$ cat src/sspc_pkg.sv
// ----------------------------------------------------------------------------
// sspc_pkg
// Shared types and constants of the seven-segment panel composer: the
// classified panel word, segment codes and display limits.
// ----------------------------------------------------------------------------
package sspc_pkg;

  typedef struct packed {
    logic        big_hi;
    logic        big_lo;
    logic        big_neg;
    logic        big_point;
    logic [10:0] big_mag;
    logic        small_hi;
    logic        small_lo;
    logic        small_neg;
    logic [6:0]  small_mag;
    logic        pct;
    logic        bat;
    logic [7:0]  byte2;
  } item_t;

  localparam logic [7:0] SEG_DIGIT [16] = '{
    8'hF5, 8'h05, 8'hD3, 8'h97, 8'h27, 8'hB6, 8'hF6, 8'h15,
    8'hF7, 8'hB7, 8'h77, 8'hE6, 8'hF0, 8'hC7, 8'hF2, 8'h72
  };

  localparam logic signed [15:0] BIG_HI_LIM   = 16'sd19995;
  localparam logic signed [15:0] BIG_LO_LIM   = -16'sd995;
  localparam logic signed [15:0] POINT_HI_LIM = 16'sd1995;
  localparam logic signed [15:0] POINT_LO_LIM = -16'sd95;
  localparam logic signed [15:0] SMALL_HI_LIM = 16'sd99;
  localparam logic signed [15:0] SMALL_LO_LIM = -16'sd9;

  localparam logic [15:0] DIV10_MUL   = 16'd52429;

  localparam logic [1:0] UNIT_CELSIUS    = 2'd1;
  localparam logic [1:0] UNIT_FAHRENHEIT = 2'd2;
  localparam logic [1:0] FACE_HAPPY      = 2'd1;
  localparam logic [1:0] FACE_SAD        = 2'd2;

  localparam logic [7:0] SEG_HI_HIGH  = 8'h67;
  localparam logic [7:0] SEG_HI_LOW   = 8'h40;
  localparam logic [7:0] SEG_LO_HIGH  = 8'hE0;
  localparam logic [7:0] SEG_LO_LOW   = 8'hC6;
  localparam logic [7:0] SEG_CELSIUS  = 8'hA0;
  localparam logic [7:0] SEG_FAHR     = 8'h60;
  localparam logic [7:0] SEG_BLE      = 8'h10;
  localparam logic [7:0] SEG_HAPPY    = 8'h05;
  localparam logic [7:0] SEG_SAD      = 8'h06;
  localparam logic [7:0] SEG_POINT    = 8'h08;
  localparam logic [7:0] SEG_ONE      = 8'h08;
  localparam logic [7:0] SEG_SIGN     = 8'h02;
  localparam logic [7:0] SEG_PCT      = 8'h08;
  localparam logic [7:0] SEG_BAT      = 8'h08;

endpackage

$ cat src/seven_segment_panel_composer.sv
// ----------------------------------------------------------------------------
// seven_segment_panel_composer
// Builds the six segment bytes of a small LCD panel from one panel word,
// with an XOR check and a changed flag against the last frame sent.
//
//   channel  direction  handshake            payload
//   in_      sink       in_valid/in_ready    big, unit, small, pct, ble, bat, face
//   out_     source     out_valid/out_ready  seg_byte0..5, frame_check, changed
//
// One word per cycle sustained while out_ready holds; each word is written into the
// queue register at the input accept and moves on to the output register from there.
// A two-word queue decouples classify from compose; in_ready drops only when
// it is full, so the input keeps flowing while a result waits.
// Synchronous reset clears the queue, the output valid and the stored frame.
// ----------------------------------------------------------------------------
module seven_segment_panel_composer (
  input  logic               clk,
  input  logic               rst_n,
  input  logic               in_valid,
  output logic               in_ready,
  input  logic signed [15:0] in_big_value,
  input  logic [1:0]         in_temp_unit,
  input  logic signed [15:0] in_small_value,
  input  logic               in_percent_on,
  input  logic               in_ble_on,
  input  logic               in_battery_on,
  input  logic [1:0]         in_smiley_mode,
  output logic               out_valid,
  input  logic               out_ready,
  output logic [7:0]         out_seg_byte0,
  output logic [7:0]         out_seg_byte1,
  output logic [7:0]         out_seg_byte2,
  output logic [7:0]         out_seg_byte3,
  output logic [7:0]         out_seg_byte4,
  output logic [7:0]         out_seg_byte5,
  output logic [7:0]         out_frame_check,
  output logic               out_changed
);

  sspc_pkg::item_t front_item;
  sspc_pkg::item_t q_item;
  logic            q_full;
  logic            q_valid;
  logic            q_pop;
  logic            push;

  assign in_ready = !q_full;
  assign push     = in_valid && in_ready;

  sspc_front u_front (
    .big_value   (in_big_value),
    .temp_unit   (in_temp_unit),
    .small_value (in_small_value),
    .percent_on  (in_percent_on),
    .ble_on      (in_ble_on),
    .battery_on  (in_battery_on),
    .smiley_mode (in_smiley_mode),
    .item        (front_item)
  );

  sspc_fifo u_fifo (
    .clk       (clk),
    .rst_n     (rst_n),
    .push      (push),
    .push_item (front_item),
    .full      (q_full),
    .pop       (q_pop),
    .pop_item  (q_item),
    .not_empty (q_valid)
  );

  sspc_back u_back (
    .clk             (clk),
    .rst_n           (rst_n),
    .q_valid         (q_valid),
    .q_item          (q_item),
    .q_pop           (q_pop),
    .out_seg_byte0   (out_seg_byte0),
    .out_seg_byte1   (out_seg_byte1),
    .out_seg_byte2   (out_seg_byte2),
    .out_seg_byte3   (out_seg_byte3),
    .out_seg_byte4   (out_seg_byte4),
    .out_seg_byte5   (out_seg_byte5),
    .out_frame_check (out_frame_check),
    .out_changed     (out_changed),
    .out_valid       (out_valid),
    .out_ready       (out_ready)
  );

endmodule

$ cat src/sspc_front.sv
// ----------------------------------------------------------------------------
// sspc_front
// Classifies one panel word: Hi/Lo limits, point or whole mode with rounding,
// sign and magnitude of both readings, and the icon byte.
// ----------------------------------------------------------------------------
module sspc_front (
  input  logic signed [15:0] big_value,
  input  logic [1:0]         temp_unit,
  input  logic signed [15:0] small_value,
  input  logic               percent_on,
  input  logic               ble_on,
  input  logic               battery_on,
  input  logic [1:0]         smiley_mode,
  output sspc_pkg::item_t    item
);

  logic [15:0] big_abs;
  logic [14:0] abs15;
  logic [30:0] prod;
  logic [10:0] quo;
  logic [14:0] rem;
  logic        round_up;
  logic        point;
  logic [15:0] small_abs;
  logic [7:0]  unit_seg;
  logic [7:0]  face_seg;

  assign big_abs  = big_value[15] ? (~$unsigned(big_value)) + 16'd1 : $unsigned(big_value);
  assign abs15    = big_abs[14:0];
  assign prod     = {16'd0, abs15} * {15'd0, sspc_pkg::DIV10_MUL};
  assign quo      = prod[29:19];
  assign rem      = abs15 - (({4'd0, quo} << 3) + ({4'd0, quo} << 1));
  assign round_up = rem[3:0] > 4'd5;
  assign point    = (big_value <= sspc_pkg::POINT_HI_LIM) &&
                    (big_value >= sspc_pkg::POINT_LO_LIM);

  assign small_abs = small_value[15] ? (~$unsigned(small_value)) + 16'd1
                                     : $unsigned(small_value);

  always_comb begin
    unique case (temp_unit)
      sspc_pkg::UNIT_CELSIUS:    unit_seg = sspc_pkg::SEG_CELSIUS;
      sspc_pkg::UNIT_FAHRENHEIT: unit_seg = sspc_pkg::SEG_FAHR;
      default:                   unit_seg = 8'h00;
    endcase
    unique case (smiley_mode)
      sspc_pkg::FACE_HAPPY: face_seg = sspc_pkg::SEG_HAPPY;
      sspc_pkg::FACE_SAD:   face_seg = sspc_pkg::SEG_SAD;
      default:              face_seg = 8'h00;
    endcase
  end

  always_comb begin
    item.big_hi    = big_value > sspc_pkg::BIG_HI_LIM;
    item.big_lo    = big_value < sspc_pkg::BIG_LO_LIM;
    item.big_neg   = big_value[15];
    item.big_point = point;
    item.big_mag   = point ? abs15[10:0] : quo + {10'd0, round_up};
    item.small_hi  = small_value > sspc_pkg::SMALL_HI_LIM;
    item.small_lo  = small_value < sspc_pkg::SMALL_LO_LIM;
    item.small_neg = small_value[15];
    item.small_mag = small_abs[6:0];
    item.pct       = percent_on;
    item.bat       = battery_on;
    item.byte2     = unit_seg | face_seg | (ble_on ? sspc_pkg::SEG_BLE : 8'h00);
  end

endmodule

$ cat src/sspc_fifo.sv
// ----------------------------------------------------------------------------
// sspc_fifo
// Two-word queue between the classify front and the compose back.
// ----------------------------------------------------------------------------
module sspc_fifo (
  input  logic            clk,
  input  logic            rst_n,
  input  logic            push,
  input  sspc_pkg::item_t push_item,
  output logic            full,
  input  logic            pop,
  output sspc_pkg::item_t pop_item,
  output logic            not_empty
);

  sspc_pkg::item_t mem_r [2];
  logic            wr_ptr_r, wr_ptr_nxt;
  logic            rd_ptr_r, rd_ptr_nxt;
  logic [1:0]      count_r,  count_nxt;

  assign full      = count_r == 2'd2;
  assign not_empty = count_r != 2'd0;
  assign pop_item  = mem_r[rd_ptr_r];

  always_comb begin
    wr_ptr_nxt = push ? ~wr_ptr_r : wr_ptr_r;
    rd_ptr_nxt = pop  ? ~rd_ptr_r : rd_ptr_r;
    count_nxt  = count_r + {1'b0, push} - {1'b0, pop};
  end

  always_ff @(posedge clk) begin
    if (!rst_n) begin
      wr_ptr_r <= 1'b0;
      rd_ptr_r <= 1'b0;
      count_r  <= 2'd0;
    end else begin
      wr_ptr_r <= wr_ptr_nxt;
      rd_ptr_r <= rd_ptr_nxt;
      count_r  <= count_nxt;
    end
  end

  always_ff @(posedge clk) begin
    if (push) begin
      mem_r[wr_ptr_r] <= push_item;
    end
  end

endmodule

$ cat src/sspc_back.sv
// ----------------------------------------------------------------------------
// sspc_back
// Splits the magnitudes into digits, builds the six segment bytes, the XOR
// check and the changed flag, and holds the result word for the sink.
// ----------------------------------------------------------------------------
module sspc_back (
  input  logic            clk,
  input  logic            rst_n,
  input  logic            q_valid,
  input  sspc_pkg::item_t q_item,
  output logic            q_pop,
  output logic [7:0]      out_seg_byte0,
  output logic [7:0]      out_seg_byte1,
  output logic [7:0]      out_seg_byte2,
  output logic [7:0]      out_seg_byte3,
  output logic [7:0]      out_seg_byte4,
  output logic [7:0]      out_seg_byte5,
  output logic [7:0]      out_frame_check,
  output logic            out_changed,
  output logic            out_valid,
  input  logic            out_ready
);

  function automatic logic [7:0] split_tens(input logic [6:0] v);
    logic [3:0] t;
    logic [6:0] u;
    t = 4'd0;
    u = v;
    for (int k = 1; k < 10; k++) begin
      if (v >= 7'(k * 10)) begin
        t = 4'(k);
        u = v - 7'(k * 10);
      end
    end
    return {t, u[3:0]};
  endfunction

  function automatic logic [10:0] split_hundreds(input logic [9:0] v);
    logic [3:0] h;
    logic [9:0] r;
    h = 4'd0;
    r = v;
    for (int k = 1; k < 10; k++) begin
      if (v >= 10'(k * 100)) begin
        h = 4'(k);
        r = v - 10'(k * 100);
      end
    end
    return {h, r[6:0]};
  endfunction

  logic        thou;
  logic [9:0]  below_thou;
  logic [10:0] hund_split;
  logic [7:0]  big_tu;
  logic [7:0]  small_tu;
  logic [7:0]  b [6];
  logic [47:0] frame;
  logic [47:0] last_frame_r;
  logic        valid_r;
  logic [7:0]  byte_r [6];
  logic [7:0]  check_r;
  logic        changed_r;

  assign q_pop = q_valid && (!valid_r || out_ready);

  always_comb begin
    thou       = q_item.big_mag > 11'd999;
    below_thou = thou ? 10'(q_item.big_mag - 11'd1000) : q_item.big_mag[9:0];
    hund_split = split_hundreds(below_thou);
    big_tu     = split_tens(hund_split[6:0]);
    small_tu   = split_tens(q_item.small_mag);

    b[2] = q_item.byte2;

    if (q_item.big_hi) begin
      b[5] = sspc_pkg::SEG_HI_HIGH;
      b[4] = sspc_pkg::SEG_HI_LOW;
      b[3] = 8'h00;
    end else if (q_item.big_lo) begin
      b[5] = sspc_pkg::SEG_LO_HIGH;
      b[4] = sspc_pkg::SEG_LO_LOW;
      b[3] = 8'h00;
    end else begin
      b[5] = (q_item.big_neg ? sspc_pkg::SEG_SIGN : 8'h00) |
             (thou ? sspc_pkg::SEG_ONE : 8'h00) |
             ((q_item.big_mag > 11'd99) ? sspc_pkg::SEG_DIGIT[hund_split[10:7]] : 8'h00);
      b[4] = (q_item.big_point ? sspc_pkg::SEG_POINT : 8'h00) |
             sspc_pkg::SEG_DIGIT[big_tu[7:4]];
      b[3] = sspc_pkg::SEG_DIGIT[big_tu[3:0]];
    end

    b[0] = q_item.pct ? sspc_pkg::SEG_PCT : 8'h00;
    b[1] = q_item.bat ? sspc_pkg::SEG_BAT : 8'h00;
    if (q_item.small_hi) begin
      b[0] = b[0] | sspc_pkg::SEG_HI_LOW;
      b[1] = b[1] | sspc_pkg::SEG_HI_HIGH;
    end else if (q_item.small_lo) begin
      b[0] = b[0] | sspc_pkg::SEG_LO_LOW;
      b[1] = b[1] | sspc_pkg::SEG_LO_HIGH;
    end else begin
      b[1] = b[1] | (q_item.small_neg ? sspc_pkg::SEG_SIGN : 8'h00) |
             ((q_item.small_mag > 7'd9) ? sspc_pkg::SEG_DIGIT[small_tu[7:4]] : 8'h00);
      b[0] = b[0] | sspc_pkg::SEG_DIGIT[small_tu[3:0]];
    end

    frame = {b[5], b[4], b[3], b[2], b[1], b[0]};
  end

  always_ff @(posedge clk) begin
    if (!rst_n) begin
      valid_r      <= 1'b0;
      last_frame_r <= 48'd0;
    end else begin
      if (q_pop) begin
        valid_r      <= 1'b1;
        last_frame_r <= frame;
      end else if (out_ready) begin
        valid_r <= 1'b0;
      end
    end
  end

  always_ff @(posedge clk) begin
    if (q_pop) begin
      for (int k = 0; k < 6; k++) begin
        byte_r[k] <= b[k];
      end
      check_r   <= b[0] ^ b[1] ^ b[2] ^ b[3] ^ b[4] ^ b[5];
      changed_r <= frame != last_frame_r;
    end
  end

  assign out_seg_byte0   = byte_r[0];
  assign out_seg_byte1   = byte_r[1];
  assign out_seg_byte2   = byte_r[2];
  assign out_seg_byte3   = byte_r[3];
  assign out_seg_byte4   = byte_r[4];
  assign out_seg_byte5   = byte_r[5];
  assign out_frame_check = check_r;
  assign out_changed     = changed_r;
  assign out_valid       = valid_r;

endmodule

$ cat config.mk
export PLATFORM = sky130hd
export DESIGN_NAME = seven_segment_panel_composer
export DESIGN_NICKNAME = d
export VERILOG_FILES = /design/src/sspc_pkg.sv /design/src/seven_segment_panel_composer.sv /design/src/sspc_front.sv /design/src/sspc_fifo.sv /design/src/sspc_back.sv
export SDC_FILE = /design/constraint.sdc
export NUM_CORES = 1
export LEC_CHECK = 0
export ABC_AREA = 1
export BUFFER_PORTS_ARGS = -buffer_cell sky130_fd_sc_hd__buf_4
export CAP_MARGIN = 20
export CORE_UTILIZATION = 40
export CTS_BUF_LIST = sky130_fd_sc_hd__clkbuf_8
export CTS_CLUSTER_SIZE = 16
export DETAILED_ROUTE_END_ITERATION = 7
export GPL_ROUTABILITY_DRIVEN = 0
export PLACE_DENSITY_LB_ADDON = 0.1
export SLEW_MARGIN = 20
export SYNTH_ARGS = -nofsm -noshare
export SYNTH_HDL_FRONTEND = slang
export SYNTH_HIERARCHICAL = 1
export SYNTH_SLANG_ARGS = --single-unit
$ cat constraint.sdc
create_clock -name clk -period 9.2 [get_ports clk]
set_input_delay 0.46 -clock clk [delete_from_list [all_inputs] [get_ports clk]]
set_output_delay 0.46 -clock clk [all_outputs]
set_load 0.05 [all_outputs]
==> results of run 1 <==
## sequential cells by signal (all words and copies together), names as in the netlist, named ones only
signal                  count
u_back/byte_r              47
u_back/last_frame_r        47
u_back/out_changed          1
u_back/out_frame_check      8
u_back/out_valid            1
u_fifo/count_r              2
u_fifo/mem_r               70
u_fifo/rd_ptr_r             1
u_fifo/wr_ptr_r             1
## layer usage
layer | up-vias | GRT usage (%) | wire length [µm]
li1 | 7245 | - | -
met1 | 6754 | 28.4 | 21500
met2 | 303 | 34.4 | 20600
met3 | 54 | 2.12 | 1450
met4 | 0 | 5.55 | 892
met5 | - | 0 | 0
## through the flow
step,hold slack (ns),instance area [µm²],worst slack [ns],instances
5_1_grt,0.145,18800,0.392,2830
6_report,0.183,18800,1.23,2830
2_1_floorplan,0.451,17200,1.75,2184
4_1_cts,0.148,18800,1.23,2830
3_3_place_gp,0.460,18500,0.995,2798
3_5_place_dp,0.470,18500,0.849,2798
## logic make-up after synthesis
logic type                 count (synthesis)  share of synthesized area [%]
buffers and inverters                    422                           9.99
adders and majority gates                241                           20.1
other                                      2                         0.0437
DFF                                      179                           28.2
xor gates and xnor gates                  91                           4.68
and+or+nand+nor                          921                           24.6
muxes                                     35                           2.95
AOI/OAI and AO/OA                        293                           9.50
## Yosys cell counts (all sizes together)
cell type / count / area, µm²
nand2: 543 / 2240
inv: 380 / 1430
ha: 182 / 2280
nor2: 165 / 737
nand3: 136 / 783
edfxtp: 126 / 3780
a21oi: 123 / 642
o21ai: 118 / 594
xor2: 60 / 533
fa: 59 / 1180
dfxtp: 53 / 1060
mux2: 35 / 507
xnor2: 31 / 272
nand4: 30 / 188
buf: 23 / 216
nor3: 19 / 100
clkbuf: 16 / 60.1
or2: 15 / 96.4
o211ai: 14 / 105
o21bai: 8 / 60.1
a31oi: 7 / 58.8
nor4: 7 / 43.8
o31ai: 6 / 45.0
o22ai: 5 / 31.3
and2: 3 / 18.8
clkinv: 3 / 11.3
nand3b: 3 / 22.5
a21o: 2 / 15.0
a221oi: 2 / 17.5
a22oi: 2 / 15.0
conb: 2 / 7.51
o221ai: 2 / 17.5
a211o: 1 / 8.76
a211oi: 1 / 7.51
a21boi: 1 / 7.51
a22o: 1 / 8.76
## worst max-delay path by stage
stage | from | to | slack, ns | depth (start not counted)
2_1_floorplan | in_big_value[0] | u_fifo/mem_r[0][22] | 1.75 | 40
3_3_place_gp | in_big_value[0] | u_fifo/mem_r[0][22] | 0.99 | 40
3_5_place_dp | in_big_value[0] | u_fifo/mem_r[0][22] | 0.85 | 40
4_1_cts | flop | u_back/out_changed | 1.23 | 56
5_1_grt | flop | u_back/out_changed | 0.39 | 56
6_report | flop | u_back/out_changed | 1.23 | 56
## final cells by class
class | count | area share [%]
multi-input combinational | 1583 | 56.6
timing repair buffer | 114 | 4.55
inverter | 383 | 7.68
tap | 539 | 3.59
clock inverter | 14 | 0.466
sequential | 179 | 25.8
clock buffer | 18 | 1.32
## critical path: cells and delay by family (launching register included)
family | cells | cell delay, ns
compound gates | 5 | 0.76
fa+ha+maj | 4 | 1.03
buf+inv | 8 | 1.09
flops | 1 | 0.61
mux | 1 | 0.36
simple gates | 38 | 3.88
==> impl_results.md, run 1 <==
* Synthesized instance count at 2,184
* Area of the mapped netlist at 17,200 µm²
* Total wire length at 44,400 µm
* Synth Warn # at 6
* Status: complete, no violations
* Clk_skew at 0.0189 ns
* H-tree depth at 4
* Crit-path slowest cell: dfxtp_2
* Post-route ant nets at 0
* Worst path max stage delay at 0.61 ns
* Initial antenna violation count at 0
* GRT Util Overall at 20.6%
* Final Hold Vio Count at 0
* Total gr overflow at 0
* Area growth syn-to-layout at 9.35%
* Drt pass-1 iters at 5
* Final max-slew violation count at 0
* Share of cells above drive strength 1 at 13.8%
* Vias in the first global route at 14,100
* Hold Path Class: input pin to flop
* Global-route wire length before repair at 72,100 µm
* Nature of the critical path startpoint: flop
* Data required time of the worst path at 9.41 ns
* Final Net Count at 2,562
* Actual slew at the worst max-slew pin at 0.903 ns
* Class of the most critical setup path: flop to flop
* Multi-input logic area at 10,700 µm²
* Antenna diodes at 0
* Seq/Total Area, Yosys at 28.2%
* Post-layout util at 44.5%
* Most common cell after layout, fill and taps aside: nand2_1
* Storage cell area at 4850 µm²
* Reg2reg end: u_back/out_changed
* R2R Setup Slk at 1.23 ns
* Commonest non-fill, non-tap cells in the layout: nand2_1, inv_1, ha_1
* RSZ-0062 raised after global routing: false
* Clk_lat worst skew at 0.47 ns
* CP dominant cell by count: nand2_1
* Hold path endpoint: u_fifo/mem_r[0][4]
* Clock Tree Buf Depth at 2
* Setup crit end kind: flop
* Number of distinct library cells after synthesis at 58
* Synthesized area per cell at 7.88 µm²
* Syn Nets at 2,468
* WL/cell at 15.7 µm
* I/O pins at 102
* Data arrival time of the worst path at 8.18 ns
* Overall die height at 209 µm
* # DRC at 0
* Post-CTS Hold Fix Bufs at 0
* R2R cell count at 56
* DPL Wire Length at 35,900 µm
* Endpoints failing setup at 0
* Max Fclk at 0.125 GHz
* Initial core utilization at 40.7%
* TritonCTS Buffers at 17
* Die footprint at 43,800 µm²
* Clock transition at the registers of the reported paths at 0.09 ns
* Min-delay src: in_ble_on
* Core ar. at 42,200 µm²
* Max-slew headroom at 39.8%
* Die X at 209 µm
* Setup tns final at 0 ns
* Vias per cell at 5.07
* Port buffer count at 100
* Fillcell total at 4,295
* Period utilization at 86.7%
* Period minus WS final at 7.97 ns
* Largest net degree at the start of global routing at 82
* CTS sink cnt at 179
* Clock tree from TritonCTS: done
* Clock root buffer: clkbuf_8
* Vias at 14,400
* # Max-Cap Violations at 0
* Initial DRC Count at 913
* WHS Path Cells at 1
* Yosys reg bits at 179
* # resized after CTS at 0
* Row cnt at 75
* Setup bufs post-CTS at 0
* Worst-path fanout max at 13
Power of run 1 is left out: the tool's default activity adds up to more than one toggle a clock period on the data nets, which glitch-free logic cannot reach.
==> run 2, diff against run 1 <==
--- a/config.mk
+++ b/config.mk
@@ -17,5 +17,4 @@
 export SLEW_MARGIN = 20
 export SYNTH_ARGS = -nofsm -noshare
 export SYNTH_HDL_FRONTEND = slang
-export SYNTH_HIERARCHICAL = 1
 export SYNTH_SLANG_ARGS = --single-unit
==> run 2 against run 1 <==
Effect of this change: design area fell by 8.4%; wire length fell by 12%; final cell count fell by 10%; sequential share of layout area rose by 1.7 points; non-clock buffer count fell by 2; core utilization rose by 0.98 points; critical path type is now input pin to flop; setup slack got worse by 0.56 ns; fmax fell by 6.5%; register-to-register slack improved by 0.45 ns; worst hold slack got worse by 0.017 ns.
==> impl_results.md, run 2 <==
* Data arrival time of the worst path at 8.85 ns
* Synthesized instance count at 1,915
* Vias in the first global route at 11,900
* Top area cells in the synthesized netlist: edfxtp_1, ha_1, nand2_1, fa_1, inv_1
* Seq/Total Area, Yosys at 30.6%
* H-tree depth at 4
* Row cnt at 71
* CTS sink cnt at 175
* Period minus WS final at 8.53 ns
* Clk_skew at 0.0171 ns
* Class of the most critical setup path: input pin to flop
* Commonest non-fill, non-tap cells in the layout: nand2_1, inv_1, ha_1
* Clock transition at the registers of the reported paths at 0.10 ns
* Post-route ant nets at 0
* Async S/R FF share, synth at 0%
* Synth Warn # at 0
* Most common cell after layout, fill and taps aside: nand2_1
* Worst path max stage delay at 0.60 ns
* Overall die height at 199 µm
* Initial antenna violation count at 1
* WL/cell at 15.3 µm
* Core ar. at 37,800 µm²
* Period utilization at 92.7%
* Most frequent cell after synthesis: nand2_1
* Initial core utilization at 40.9%
* Die X at 199 µm
* Total wire length at 38,900 µm
* Met3 usage in global routing at 2.31%
* Met1 GRT Util at 27.6%
* Most flop-heavy register: u_fifo.mem_r
* # Max-Cap Violations at 0
* DPL Wire Length at 31,200 µm
* Post-synth EDFFs at 123
* GRT Util Overall at 20.3%
* Actual slew at the worst max-slew pin at 1.07 ns
* Data required time of the worst path at 9.52 ns
* Worst-path fanout max at 7
* Clock root buffer: clkbuf_8
* Total gr overflow at 0
* Endpoints failing setup at 0
* Share of cells above drive strength 1 at 12.3%
* Nature of the critical path startpoint: input pin
* Setup crit end kind: flop
* Final Net Count at 2,295
* Vias at 12,500
* Final Hold Vio Count at 0
* Largest regs: u_fifo.mem_r x68, u_back.byte_r x46, u_back.last_frame_r x46
* Global-route wire length before repair at 62,100 µm
* I/O pins at 102
* Vias per cell at 4.92
* Yosys reg bits at 175
* TritonCTS Buffers at 17
* Area of the mapped netlist at 15,500 µm²
* # DRC at 0
* CP dominant cell by count: nand2_1
* Number of distinct library cells after synthesis at 61
* Max FFs per register at 68
* Clock tree from TritonCTS: done
* Fillcell total at 3,871
* Die footprint at 39,500 µm²
* Largest net degree at the start of global routing at 106
* Crit-path slowest cell: fa_1
* Hold Path Class: input pin to flop
* Area growth syn-to-layout at 11.3%
* Status: complete, no violations
* Busiest grt layer: met2
* Clock Tree Buf Depth at 2
* Top post-synthesis cells by count: nand2_1, inv_1, ha_1, nor2_1, edfxtp_1
* Top_reg_cell synth: edfxtp_1
* Max-slew headroom at 28.5%
* RSZ-0062 raised after global routing: false
* Max Fclk at 0.117 GHz
* Setup tns final at 0 ns
* Drt pass-1 iters at 5
* Port buffer count at 99
* Final max-slew violation count at 0
* Met2 usage at 33.4%
* Share of the synthesized area in the top cell type at 23.9%
* Synth area leader: edfxtp_1
* Clk_lat worst skew at 0.48 ns
* Synthesized area per cell at 8.08 µm²
* Initial DRC Count at 721
==> run 2: changes by cell type after synthesis, sizes merged, moves of 6 or more <==
cell    previous run  this run
xnor2             31        25
xor2              60        77
clkbuf            16        22
mux2              35         0
buf               23        10
nor3              19        10
nand4             30        24
nand2            543       439
nand3b             3         9
nor2             165       148
nand3            136        91
inv              380       324
==> run 2: final timing paths <==
path,cells past startpoint,to,slack (ns),start
worst max-delay path,44,u_fifo.mem_r[1][30],0.67,in_big_value[0]
worst min-delay path,1,u_fifo.mem_r[0][4],0.17,in_ble_on
worst max register to register,55,u_back.out_changed,1.68,flop
worst min register to register,1,flop,0.46,u_fifo.rd_ptr_r
==> run 2: metrics by stage <==
| stage | util, % | cell area [µm²] | std cells | setup slack [ns] | hold slack [ns] |
|---|---|---|---|---|---|
| CTS | 45.4 | 17200 | 2537 | 0.460 | 0.138 |
| floorplan | - | 15500 | 1916 | 1.13 | 0.426 |
| global route | 45.5 | 17200 | 2540 | 0.0429 | 0.146 |
| finish | 45.5 | 17200 | 2540 | 0.671 | 0.167 |
| global placement | 44.4 | 16800 | 2505 | 0.190 | 0.436 |
| detailed placement | 44.4 | 16800 | 2505 | 0.0139 | 0.439 |
==> run 2: kinds of logic after synthesis <==
logic type               Yosys count  share of synthesized area (%)
buffers and inverters            359                           9.15
flip-flops                       175                           30.6
AO/OA/AOI/OAI                    297                           10.9
other                              1                         0.0242
adder cells (fa/ha/maj)          237                           22.0
XOR/XNOR                         102                           5.82
AND/OR/NAND/NOR                  744                           21.5
==> run 2: timing repair <==
item	4_1_cts	5_1_grt
hold endpoints to repair	0	0
setup endpoints to repair	0	4
buffers inserted	0	1
gates resized for setup	0	2
hold buffers	0	0
==> run 2: area by class of cell <==
class | instances | area, µm² | share of cell area [%]
flip-flops and latches | 175 | 4740 | 27.5
clock buffers | 17 | 234 | 1.36
inverters | 327 | 1240 | 7.20
diodes | 1 | 2.50 | 0.0145
multi-input cells | 1382 | 9360 | 54.3
clock inverters | 15 | 159 | 0.922
well taps | 511 | 639 | 3.71
repair buffers | 112 | 861 | 5.00
==> run 2: layer usage <==
metal | vias to the layer above | part of all wire (%)
met5 | - | 0
met4 | 0 | 2.4
met3 | 45 | 3.4
met2 | 228 | 47
met1 | 5812 | 47
li1 | 6423 | -
==> run 2: worst max-delay path: cells and delay by family <==
family	cells	cell delay (ns)
buffers and inverters	4	0.38
adders and majority gates	11	4.18
AOI/OAI and AO/OA	8	1.34
and+or+nand+nor	18	1.82
xor gates and xnor gates	3	0.69
Power of run 2 is left out for the same reason.
